## src/upd_pkg.sv

```systemverilog
`timescale 1ns / 1ps
// ----------------------------------------------------------------------------
// URL percent decoder package
// Shared payload types, state record, phase and status codes, and widths.
// ----------------------------------------------------------------------------
package upd_pkg;

    localparam int LENGTH_BITS = 16;
    localparam logic [LENGTH_BITS-1:0] LENGTH_MAX = '1;
    localparam int MAX_RESULTS = 3;

    localparam logic [1:0] PH_IDLE  = 2'd0;
    localparam logic [1:0] PH_PCT   = 2'd1;
    localparam logic [1:0] PH_DIGIT = 2'd2;

    localparam logic [1:0] ST_OK         = 2'd0;
    localparam logic [1:0] ST_BAD_ESCAPE = 2'd1;
    localparam logic [1:0] ST_NO_PERCENT = 2'd2;

    localparam logic [7:0] CH_PERCENT = 8'h25;
    localparam logic [7:0] CH_PLUS    = 8'h2b;
    localparam logic [7:0] CH_SPACE   = 8'h20;
    localparam logic [7:0] CASE_MASK  = 8'hdf;

    typedef struct packed {
        logic [7:0] in_byte;
        logic       end_of_input;
    } upd_in_t;

    typedef struct packed {
        logic [7:0]             out_byte;
        logic                   last_of_run;
        logic                   string_done;
        logic [1:0]             status;
        logic [LENGTH_BITS-1:0] decoded_length;
    } upd_out_t;

    typedef struct packed {
        logic [1:0]             escape_phase;
        logic [7:0]             held_digit;
        logic                   percent_seen;
        logic                   bad_escape_seen;
        logic [LENGTH_BITS-1:0] byte_count;
    } upd_state_t;

    localparam upd_state_t STATE_RESET = '{
        escape_phase:    PH_IDLE,
        held_digit:      8'h00,
        percent_seen:    1'b0,
        bad_escape_seen: 1'b0,
        byte_count:      '0
    };

endpackage

```

## src/upd_step.sv

```systemverilog
`timescale 1ns / 1ps
// ----------------------------------------------------------------------------
// URL percent decoder step logic
// Turns one input byte and the current decoder state into up to three
// result records and the state that follows.
// ----------------------------------------------------------------------------
module upd_step
    import upd_pkg::*;
(
    input  upd_in_t                     item,
    input  upd_state_t                  state_cur,
    output upd_state_t                  state_next,
    output logic [1:0]                  res_count,
    output upd_out_t [MAX_RESULTS-1:0]  res
);

    function automatic logic is_hex(input logic [7:0] c);
        return (c >= 8'h30 && c <= 8'h39) || (c >= 8'h61 && c <= 8'h66) ||
               (c >= 8'h41 && c <= 8'h46);
    endfunction

    function automatic logic [3:0] hex_val(input logic [7:0] c);
        logic [7:0] v;
        if (c >= 8'h41) begin
            v = (c & CASE_MASK) - 8'h41 + 8'd10;
        end else begin
            v = c - 8'h30;
        end
        return v[3:0];
    endfunction

    function automatic logic [LENGTH_BITS-1:0] sat_add(input logic [LENGTH_BITS-1:0] c,
                                                       input logic [1:0] k);
        logic [LENGTH_BITS+1:0] sum;
        sum = {2'b00, c} + (LENGTH_BITS+2)'(k);
        return (sum > (LENGTH_BITS+2)'(LENGTH_MAX)) ? LENGTH_MAX : sum[LENGTH_BITS-1:0];
    endfunction

    logic [7:0] b;
    logic       fin;
    logic       b_hex;
    logic       in_pct;
    logic       in_digit;
    logic       plain_act;
    logic       plain_pct;
    logic [1:0] phase_after;
    logic [7:0] held_after;
    logic       pct_after;
    logic       bad_after;
    logic [4:0] slot_en;
    logic [7:0] slot_byte [5];
    logic [7:0] list [MAX_RESULTS];
    logic [1:0] n;
    logic [1:0] status_code;

    always_comb begin
        b        = item.in_byte;
        fin      = item.end_of_input;
        b_hex    = is_hex(b);
        in_pct   = (state_cur.escape_phase == PH_PCT);
        in_digit = (state_cur.escape_phase == PH_DIGIT);

        plain_act = !(in_pct && b_hex) && !(in_digit && b_hex);
        plain_pct = plain_act && (b == CH_PERCENT);

        if (in_pct && b_hex) begin
            phase_after = PH_DIGIT;
        end else if (plain_pct) begin
            phase_after = PH_PCT;
        end else begin
            phase_after = PH_IDLE;
        end
        held_after = (in_pct && b_hex) ? b : state_cur.held_digit;
        pct_after  = state_cur.percent_seen | plain_pct;

        slot_en[0]   = (in_pct || in_digit) && !b_hex;
        slot_byte[0] = CH_PERCENT;
        slot_en[1]   = in_digit;
        slot_byte[1] = b_hex ? {hex_val(state_cur.held_digit), hex_val(b)}
                             : state_cur.held_digit;
        slot_en[2]   = plain_act && (b != CH_PERCENT);
        slot_byte[2] = (state_cur.percent_seen && b == CH_PLUS) ? CH_SPACE : b;
        slot_en[3]   = fin && (phase_after != PH_IDLE);
        slot_byte[3] = CH_PERCENT;
        slot_en[4]   = fin && (phase_after == PH_DIGIT);
        slot_byte[4] = held_after;

        bad_after = state_cur.bad_escape_seen | slot_en[0] | slot_en[3];

        n = 2'd0;
        for (int i = 0; i < MAX_RESULTS; i++) begin
            list[i] = 8'h00;
        end
        for (int j = 0; j < 5; j++) begin
            if (slot_en[j] && n != 2'd3) begin
                list[n] = slot_byte[j];
                n = n + 2'd1;
            end
        end

        if (!pct_after) begin
            status_code = ST_NO_PERCENT;
        end else if (bad_after) begin
            status_code = ST_BAD_ESCAPE;
        end else begin
            status_code = ST_OK;
        end

        for (int k = 0; k < MAX_RESULTS; k++) begin
            res[k].out_byte       = list[k];
            res[k].last_of_run    = (2'(k + 1) == n);
            res[k].string_done    = (2'(k + 1) == n) && fin;
            res[k].status         = ((2'(k + 1) == n) && fin) ? status_code : ST_OK;
            res[k].decoded_length = sat_add(state_cur.byte_count, 2'(k + 1));
        end
        res_count = n;

        if (fin) begin
            state_next = STATE_RESET;
        end else begin
            state_next.escape_phase    = phase_after;
            state_next.held_digit      = held_after;
            state_next.percent_seen    = pct_after;
            state_next.bad_escape_seen = bad_after;
            state_next.byte_count      = sat_add(state_cur.byte_count, n);
        end
    end

endmodule

```

## src/url_percent_decode.sv

```systemverilog
`timescale 1ns / 1ps
// ----------------------------------------------------------------------------
// URL percent decoder
// Streaming decoder for URL-encoded strings, one encoded byte per transfer.
// ----------------------------------------------------------------------------
// The block takes one encoded byte per cycle while m_ready is high and gives
// each of its decoded bytes as a result transfer, with the running length
// and, on the final result of a string, the status. An accepted byte is
// registered, then decoded, and its results land in a three-entry result
// register once it has room. A byte with at most one result lets the next
// byte in every cycle while m_ready is high; one with two or three results
// holds the input until its last result goes out; results leave one per
// cycle while m_ready is high. A percent sign, or the first hex digit of an
// escape, yields no result of its own unless it ends the string.
module url_percent_decode
    import upd_pkg::*;
(
    input  logic     aclk,
    input  logic     aresetn,
    input  logic     s_valid,
    output logic     s_ready,
    input  upd_in_t  s_data,
    output logic     m_valid,
    input  logic     m_ready,
    output upd_out_t m_data
);

    upd_in_t                    in_reg;
    logic                       in_valid_reg;
    logic                       in_valid_next;
    upd_state_t                 state_reg;
    upd_state_t                 state_next;
    upd_out_t                   res_reg [MAX_RESULTS];
    logic [1:0]                 res_cnt_reg;
    logic [1:0]                 res_cnt_next;
    logic [1:0]                 step_count;
    upd_out_t [MAX_RESULTS-1:0] step_res;
    logic                       load_ok;
    logic                       consume;
    logic                       m_xfer;

    upd_step u_step (
        .item       (in_reg),
        .state_cur  (state_reg),
        .state_next (state_next),
        .res_count  (step_count),
        .res        (step_res)
    );

    assign m_valid = (res_cnt_reg != 2'd0);
    assign m_data  = res_reg[0];
    assign m_xfer  = m_valid && m_ready;
    assign load_ok = (res_cnt_reg == 2'd0) || (res_cnt_reg == 2'd1 && m_ready);
    assign consume = in_valid_reg && load_ok;
    assign s_ready = !in_valid_reg || consume;

    always_comb begin
        in_valid_next = s_ready ? s_valid : in_valid_reg;
        if (consume) begin
            res_cnt_next = step_count;
        end else if (m_xfer) begin
            res_cnt_next = res_cnt_reg - 2'd1;
        end else begin
            res_cnt_next = res_cnt_reg;
        end
    end

    always_ff @(posedge aclk) begin
        if (!aresetn) begin
            in_valid_reg <= 1'b0;
            res_cnt_reg  <= 2'd0;
            state_reg    <= STATE_RESET;
        end else begin
            in_valid_reg <= in_valid_next;
            res_cnt_reg  <= res_cnt_next;
            if (consume) begin
                state_reg <= state_next;
            end
        end
    end

    always_ff @(posedge aclk) begin
        if (s_valid && s_ready) begin
            in_reg <= s_data;
        end
        if (consume) begin
            for (int k = 0; k < MAX_RESULTS; k++) begin
                res_reg[k] <= step_res[k];
            end
        end else if (m_xfer) begin
            for (int k = 0; k < MAX_RESULTS - 1; k++) begin
                res_reg[k] <= res_reg[k+1];
            end
        end
    end

endmodule

```

## config.mk

```make
export PLATFORM = sky130hd
export DESIGN_NAME = url_percent_decode
export DESIGN_NICKNAME = d
export VERILOG_FILES = /design/src/upd_pkg.sv /design/src/upd_step.sv /design/src/url_percent_decode.sv
export SDC_FILE = /design/constraint.sdc
export NUM_CORES = 1
export LEC_CHECK = 0
export ABC_AREA = 1
export BUFFER_PORTS_ARGS = -buffer_cell sky130_fd_sc_hd__buf_2
export CORE_UTILIZATION = 30
export CTS_BUF_LIST = sky130_fd_sc_hd__clkbuf_16
export DETAILED_ROUTE_END_ITERATION = 7
export GPL_TIMING_DRIVEN = 1
export PLACE_DENSITY = 0.53
export SYNTH_ARGS = -nofsm -noshare
export SYNTH_HDL_FRONTEND = slang
export SYNTH_SLANG_ARGS = --single-unit
```

## constraint.sdc

```tcl
create_clock -name aclk -period 7.15 [get_ports aclk]
set_input_delay 0.3575 -clock aclk [delete_from_list [all_inputs] [get_ports aclk]]
set_output_delay 0.3575 -clock aclk [all_outputs]
set_load 0.01 [all_outputs]
```

* Word level (Yosys, flattened, before mapping)
Memories as Yosys holds them, arrays and structs flattened. Index checks and enable logic that the tools add are counted. Widths: inputs -> output; s select.
Word-level totals: register bits 40, latch bits 0, memory bits (writable) 84, bits in read-only memories 0, input bits 13, output and inout port bits 30, word-level logic and storage cells 157, memories kept 1
Cells by class: add/subtract/negate cells 15, $mul 0, div/mod/pow operators 0, magnitude comparators 19, equality and inequality tests 14, shift-type cells 0, muxes and demuxes 47, bitwise gates (word level) 12, reduce and logical (&&, ||, !) cells 40
Memory list:
- res_reg | words 3, bits a word 28, read ports 3, clocked after Yosys merged registers in 0, wr ports 3, RTL line url_percent_decode.sv:33 | upd_out_t res_reg [MAX_RESULTS];
Operators with widths (number):
- $mux 24 | 4
- $mux 28 | 3
- $bwmux 24 | 3
- $gt 18x16->1 const B | 4
- $demux 8 s2 | 4
- $mux 16 | 4
- $mux 8 | 7
- $add 16x2->17 const B | 2
- $logic_and 1x1->1 | 27
- $ge 8x7->1 const B | 3
- $mux 2 | 11
- $add 16x1->17 const B | 1
- $add 16x2->17 | 1
- $eq 8x6->1 const B | 2
- $le 8x7->1 const B | 2
- $sub 4x1->4 const B | 4
- $and 15x15->15 | 1
- $not 15->15 | 1
- $ge 3x3->1 const B | 4
- $lt 3x1->1 const B | 4
- $not 2->3 | 3
- $or 9x9->9 | 1
- $add 4x4->4 const B | 2
- $ge 8x6->1 const B | 1
- 20 further kinds | 48

* Longest topological paths before layout
Gate-level depths: netlist (run 1).
word-level depth 24, mapped depth 41, mapped depth without buffers 40

* By module
From an unflattened synthesis (run 1), not the netlist that was laid out.
Second synthesis, totals: cells, all modules 1076, area total of the unflattened synthesis 8544.4 µm²
By module, submodules not included:
- url_percent_decode | instances 1, cells each 456, area each 5143.7 µm², sequential area each 3413.3 µm²
- upd_step | instances 1, cells each 620, area each 3400.8 µm², sequential area each 0.0 µm²

* Worst setup path before layout (run 1)
OpenSTA, ideal clock, no wires.
path kind register to register, start reg in_reg[1] in the netlist's numbering, end reg state_reg[14] in the netlist's numbering, setup time 0.070 ns, arrival time 5.110 ns, data required time 7.080 ns, setup slack 1.970 ns, stages on the path, launching flop included 39, path buffers 1, clock period less this slack 5.180 ns, cells stage by stage edfxtp_1 -> ha_1 -> nor2_2 -> nand3_1 -> nand2_2 -> nand2_4 -> nand3_4 -> nand2_4 -> inv_1 -> nand2_1 -> ha_1 -> nand4_1 -> nand3_2 -> clkbuf_1 -> nand2_1 -> inv_1 -> ha_1 -> inv_1 -> [3 not listed] -> nand2_1 -> inv_1 -> ha_1 -> nor2_4 -> nand3_2 -> nand2_4 -> ha_1 -> inv_1 -> fa_1 -> nor2_1 -> nand2_1 -> inv_1 -> nand2_1 -> inv_1 -> a21oi_1 -> o21ai_0 -> nand2_1 -> a21oi_1
Between the ends: word-level cells in the longest chain between the ends 23, elaborated cells between the ends (all ways) 49, classes of those cells add/sub: 5; order compare: 7; eq/ne: 7; mux: 9; reduce/logical: 21
Ends and longest elaborated chain:
- from (decl) | RTL line url_percent_decode.sv:28 | upd_in_t in_reg;
- from (signal assigned) | RTL line url_percent_decode.sv:84 | in_reg <= s_data;
- branches (longest 18 deep; another with $ge 8x6->1)
- $mux 2 (*) | RTL line upd_step.sv:95 | if (slot_en[j] && n != 2'd3) begin
- $add 16x2->17 (*) | RTL line upd_step.sv:35 | sum = {2'b00, c} + (LENGTH_BITS+2)'(k);
- $gt 18x16->1 | RTL line upd_step.sv:36 | return (sum > (LENGTH_BITS+2)'(LENGTH_MAX)) ? LENGTH_MAX : sum[LENGTH_BITS-1:0];
- $mux 16 (*) | RTL line upd_step.sv:36
- $mux 28 (*) | RTL line upd_step.sv:118 | if (fin) begin
- to (signal assigned) | RTL line url_percent_decode.sv:77 | state_reg <= state_next;
- to (decl) | RTL line url_percent_decode.sv:31 | upd_state_t state_reg;
Mark *: on every way between the ends. A chain may end at the register's enable or synchronous reset.

* Worst setup path after layout (run 1)
Ends and elaborated chain as after synthesis.

==> flow_summary.json, run 1 <==
{
  "period_needed_ns": 6.075,
  "die_area_um2": 25790,
  "min_path_type": "in2reg",
  "r2r_cells": 37,
  "startpoint": "in_reg[1]$_DFFE_PP_",
  "fin_crit_sh_pct": 84.97,
  "clk_pin_slew_ns": 0.06,
  "yosysTopAreaCell": "edfxtp_1",
  "max_slew_margin_pct": 25.62,
  "die_h_um": 160.6,
  "timing.fmax_ghz": 0.1646,
  "p_leak_nw": 3.384,
  "diodes": 0,
  "p_per_area_nw_per_um2": 301.5,
  "start_util_pct": 30.84,
  "track_usage_pct": 15.59,
  "area_growth_pct": 11.77,
  "synth_area_per_cell_um2": 8.165,
  "slowest_delay_ns": 0.52,
  "synth_top_family_by_area": "simple AND/OR/NAND/NOR gates",
  "h-tree-depth": 4,
  "routedWlPerCell_um": 15.17,
  "cpLargestDelayFamily": "simple AND/OR/NAND/NOR gates",
  "fin_skew_ns": 0.009276,
  "synth_cell_types": 41,
  "postCtsSetupRepairBufs": 0,
  "yosysTopAreaCellShare_pct": 37.01,
  "synth_simple_gate_area_share_pct": 22.72,
  "ir_drop_v": 0.0001333,
  "numClockSinks": 124,
  "fin_nets": 973,
  "numCtsBuffers": 17,
  "cts_hold_buf": 0,
  "synthArstFlopShare_pct": 0,
  "critical_path.most_common_cell": "inv_1",
  "worst_slew_pin_slew_ns": 1.113,
  "synth_edf_count": 93,
  "tns_ns": 0,
  "grt_max_degree": 54,
  "clk_latency_ns": 0.43,
  "final_hold_viol_count": 0,
  "slew_viol_final": 0,
  "rr_endpoint": "state_reg[14]$_SDFFE_PN0P_",
  "dp_hpwl_um": 13930,
  "core_um2": 24460,
  "worst-endpoint-required_ns": 7.49,
  "synth_area_um2": 7545,
  "end_kind": "flop",
  "fp-row-count": 57,
  "via_per_inst": 4.748,
  "cp_max_fo": 16,
  "rsz0062_at_grt": "false",
  "drc_errors": 0,
  "place_congestion": 0.8918,
  "reg2reg_slack_ns": 1.07,
  "grt_pass1_vias": 5761,
  "setup_viol": 0,
  "fill_cells": 2595,
  "drive_above_1_share_pct": 13.76,
  "utilization_pct": 34.47,
  "hold_end": "in_reg[8]$_DFFE_PP_",
  "clock_path_buffers": 2,
  "cts_resized": 0,
  "path_class": "reg2reg",
  "final_common_cell": "nand2_1",
  "critPathBufInv": 8,
  "drtPass1Iterations": 5,
  "dominantRegCellSynth": "edfxtp_1",
  "syn_nets": 965,
  "portBuffers": 42,
  "synth_warnings": 0,
  "final_cell_mix": "nand2_1 (210), inv_1 (100), edfxtp_1 (93)",
  "largest_reg_flops": 84,
  "vias": 6025,
  "status": "finished clean",
  "antenna_found_initial": 0,
  "wl_um": 19250,
  "synthAdderAreaFrac_pct": 4.743,
  "clockRootBuffer": "clkbuf_16",
  "synthCells": 924,
  "hold_slack_ns": 0.1046,
  "dieWidth_um": 160.6,
  "hp-start": "s_data[8]",
  "cp-start-kind": "flop",
  "max_cap_violations": 0,
  "ys_ff_latch": 124,
  "grt_pass1_wl_um": 31460,
  "synthMuxAreaShare_pct": 0.1327,
  "worstPathArrival_ns": 6.42,
  "ant_nets": 0,
  "ys_top_cells_by_area": "edfxtp_1 (37%), nand2_1 (10%), dfxtp_1 (8.2%)",
  "synth_compound_area_share_pct": 12.45,
  "r2r_start": "in_reg[1]$_DFFE_PP_",
  "io_pins": 43,
  "globalRoute.totalOverflow": 0,
  "synth_xor_area_share_pct": 4.411,
  "drt_iter0_drc": 400,
  "cts_tree": "done",
  "seq_area_frac_synth_pct": 45.24,
  "hold_path_depth": 1,
  "slowest_stage": "edfxtp_1"
}
-- cells in the mapped netlist, types with 5 or more instances --
| cell type | n |
|---|---|
| clkbuf_1 | 21 |
| ha_1 | 27 |
| nand3_2 | 7 |
| nand2_4 | 7 |
| nor3_1 | 8 |
| o211ai_1 | 6 |
| nand2_1 | 210 |
| o21ai_0 | 63 |
| inv_2 | 11 |
| inv_1 | 101 |
| dfxtp_1 | 31 |
| nand4_1 | 6 |
| nor2_2 | 8 |
| nand2_2 | 5 |
| o22ai_1 | 15 |
| buf_2 | 7 |
| edfxtp_1 | 93 |
| buf_4 | 29 |
| nand3_1 | 31 |
| o21ai_1 | 6 |
| a21oi_1 | 76 |
| nor2_1 | 91 |
| xor2_1 | 34 |
-- report_power, final --
part / switching, mW / internal (mW)
clock network: 0.356 / 0.483
registers: 0.0572 / 1.05
logic: 0.428 / 0.167
-- metal layers --
layer,part of all wire [%],wire length (um),GRT usage (%),up-vias
met5,0,0,0,-
met4,1.5,280,5.108,0
met3,4.6,882,3.022,20
met2,42,8171,22.59,124
met1,51,9911,22.99,2849
li1,-,-,-,3032
-- worst max path at each step --
stage,end,slack (ns),cells past startpoint
finish,state_reg[14]$_SDFFE_PN0P_,1.07,37
global route,state_reg[14]$_SDFFE_PN0P_,0.50,37
CTS,state_reg[14]$_SDFFE_PN0P_,1.10,37
detailed placement,state_reg[14]$_SDFFE_PN0P_,1.13,37
global placement,state_reg[14]$_SDFFE_PN0P_,1.35,37
floorplan,state_reg[14]$_SDFFE_PN0P_,1.97,38
-- stage by stage --
stage / instance area (um2) / setup slack, ns / total power, mW / instances
2_1_floorplan: 7545 / 1.970 / 1.594 / 924
3_3_place_gp: 7866 / 1.349 / 1.733 / 1237
3_5_place_dp: 7866 / 1.132 / 1.735 / 1237
4_1_cts: 8433 / 1.096 / 2.577 / 1269
5_1_grt: 8433 / 0.4968 / 2.690 / 1269
6_report: 8433 / 1.075 / 2.542 / 1269
-- logic make-up (layout without fill, tap and decap cells) --
kind of cell,after synthesis,count (layout)
AO/OA/AOI/OAI,176,176
XOR/XNOR,38,38
adder cells (fa/ha/maj),28,28
buffers and inverters,174,195
flip-flops,124,124
multiplexers,1,1
AND/OR/NAND/NOR,383,383
-- final cells by class --
type                    count  area [um2]  area share (%)
clock inverters            15       141.4           1.677
clock buffers              17       425.4           5.045
inverters                 116       440.4           5.223
repair buffers             47       247.7           2.938
well taps                 324       405.4           4.807
multi-input cells         626        3359           39.84
flip-flops and latches    124        3413           40.47
Note: power is estimated with default switching activity, not from simulation.
==> run 2, diff against run 1 <==
PLACE_DENSITY = 0.55   (was 0.53)
clock period = 5.3 ns   (was 7.15 ns; I/O delays follow)
==> run 2 against run 1 <==
Compared with the run above: wire length fell by 1.3%; register-to-register slack got worse by 0.70 ns; sequential share of layout area is 1.1 points lower; power grew 42%; first-iteration DRC count up 31%; clock skew decreased by 0.0012 ns; clock power increased by 54%; non-clock buffer count rose by 17; via count rose by 1.1%; combinational power increased by 37%; largest cell class unchanged; largest power group unchanged; highest routed layer unchanged.
==> flow_summary.json, run 2 (same netlist as run 1, synthesis figures left out) <==
{
  "core_um2": 24460,
  "timing.fmax_ghz": 0.2029,
  "h-tree-depth": 4,
  "end_kind": "flop",
  "ant_nets": 0,
  "fin_nets": 990,
  "slowest_delay_ns": 0.45,
  "track_usage_pct": 15.09,
  "portBuffers": 42,
  "min_path_type": "in2reg",
  "startpoint": "in_reg[1]$_DFFE_PP_",
  "max_cap_violations": 0,
  "final_common_cell": "nand2_1",
  "clock_path_buffers": 2,
  "drtPass1Iterations": 5,
  "rsz0062_at_grt": "true",
  "routedWlPerCell_um": 14.78,
  "area_growth_pct": 14.98,
  "r2r_cells": 37,
  "cp_max_fo": 7,
  "via_per_inst": 4.735,
  "dp_hpwl_um": 13400,
  "met3_length_um": 903,
  "critical_path.most_common_cell": "inv_1",
  "dp.cells": 1244,
  "start_util_pct": 30.84,
  "vias": 6089,
  "place_congestion": 0.9317,
  "cp.depth": 37,
  "wl_um": 19000,
  "ir_drop_v": 0.0002064,
  "io_pins": 43,
  "cts_tree": "done",
  "fin_crit_sh_pct": 93.00,
  "worst_slew_pin_slew_ns": 1.070,
  "die_area_um2": 25790,
  "p_per_area_nw_per_um2": 414.9,
  "largest_reg_flops": 84,
  "path_class": "reg2reg",
  "reg2reg_slack_ns": 0.37,
  "dr.max_layer_used": "met4",
  "fin_skew_ns": 0.008052,
  "power.switching_mw": 1.112,
  "clk_pin_slew_ns": 0.06,
  "drt_iter0_drc": 525,
  "status": "finished clean",
  "grt_pass1_wl_um": 30500,
  "wl_met1_um": 9278,
  "globalRoute.totalOverflow": 0,
  "numCtsBuffers": 17,
  "endpoint": "state_reg[15]$_SDFFE_PN0P_",
  "dieWidth_um": 160.6,
  "combPwrFrac_pct": 22.8,
  "final_cell_mix": "nand2_1 (206), inv_1 (97), edfxtp_1 (93)",
  "die_h_um": 160.6,
  "max_slew_margin_pct": 28.56,
  "r2r_start": "in_reg[1]$_DFFE_PP_",
  "p_leak_nw": 3.498,
  "worstPathArrival_ns": 5.18,
  "internal_power_mw": 2.487,
  "final_hold_viol_count": 0,
  "antenna_found_initial": 0,
  "tns_ns": 0,
  "p_clk_share_pct": 35.8,
  "critPathBufInv": 10,
  "power_mw": 3.599,
  "switching_share_pct": 30.90,
  "grt_pass1_vias": 5687,
  "slew_viol_final": 0,
  "period_needed_ns": 4.929,
  "cp-start-kind": "flop",
  "fin_cells": 1286,
  "numClockSinks": 124,
  "seq_power_share_pct": 41.4,
  "diodes": 0,
  "slowest_stage": "edfxtp_1",
  "setup_viol": 0,
  "clk_latency_ns": 0.42,
  "drive_above_1_share_pct": 16.42,
  "clockRootBuffer": "clkbuf_16",
  "drc_errors": 0,
  "rr_endpoint": "state_reg[15]$_SDFFE_PN0P_",
  "grt_max_degree": 57,
  "met2WireLength_um": 8506,
  "cpLargestDelayFamily": "simple AND/OR/NAND/NOR gates",
  "fp-row-count": 57,
  "worst-endpoint-required_ns": 5.55,
  "utilization_pct": 35.46
}
## run 2: worst min-delay path by stage
stage,start,to,depth (start not counted)
after floorplan,s_data[0],in_reg[0]$_DFFE_PP_,0
after global placement,s_data[0],in_reg[0]$_DFFE_PP_,1
after detailed placement,s_data[3],in_reg[3]$_DFFE_PP_,1
after CTS,s_data[3],in_reg[3]$_DFFE_PP_,1
after global routing,s_data[8],in_reg[8]$_DFFE_PP_,1
final,s_data[3],in_reg[3]$_DFFE_PP_,1
## run 2: area by class of cell
class,count,area (um2)
fill,2514,15790
sequential,124,3413
multi-input combinational,626,3393
inverter,116,442.9
clock buffer,17,425.4
tap,324,405.4
timing repair buffer,64,375.4
clock inverter,15,219.0
## run 2: what timing repair did
| action | 4_1_cts | 5_1_grt |
|---|---|---|
| hold buffers | 0 | 0 |
| gates resized for setup | 1 | 12 |
| buffers inserted | 3 | 7 |
| pin swaps | 1 | 3 |
| endpoints found under the setup margin | 8 | 16 |
## run 2: routing by layer
| metal | up-vias | global-route usage (%) |
|---|---|---|
| met5 | - | 0 |
| met3 | 19 | 2.634 |
| li1 | 3066 | - |
| met1 | 2857 | 21.07 |
| met2 | 147 | 23.38 |
| met4 | 0 | 5.281 |
## run 2: through the flow
step / cell area (um2) / hold slack [ns] / setup slack, ns
after floorplan: 7545 / 0.3639 / 0.1197
after global placement: 7919 / 0.4443 / 0.1140
after detailed placement: 7919 / 0.4450 / -0.07622
after CTS: 8586 / 0.008173 / 0.02080
after global routing: 8675 / 0.01034 / -0.02845
final: 8675 / 0.01519 / 0.3711
## run 2: power groups by stage
stage          logic [mW]  registers, mW  clock network (mW)
3_5_place_dp        0.825           1.51                   0
5_1_grt             0.925           1.52                1.35
3_3_place_gp        0.826           1.51                   0
2_1_floorplan       0.653           1.50                   0
4_1_cts             0.833           1.49                1.31
6_report            0.819           1.49                1.29
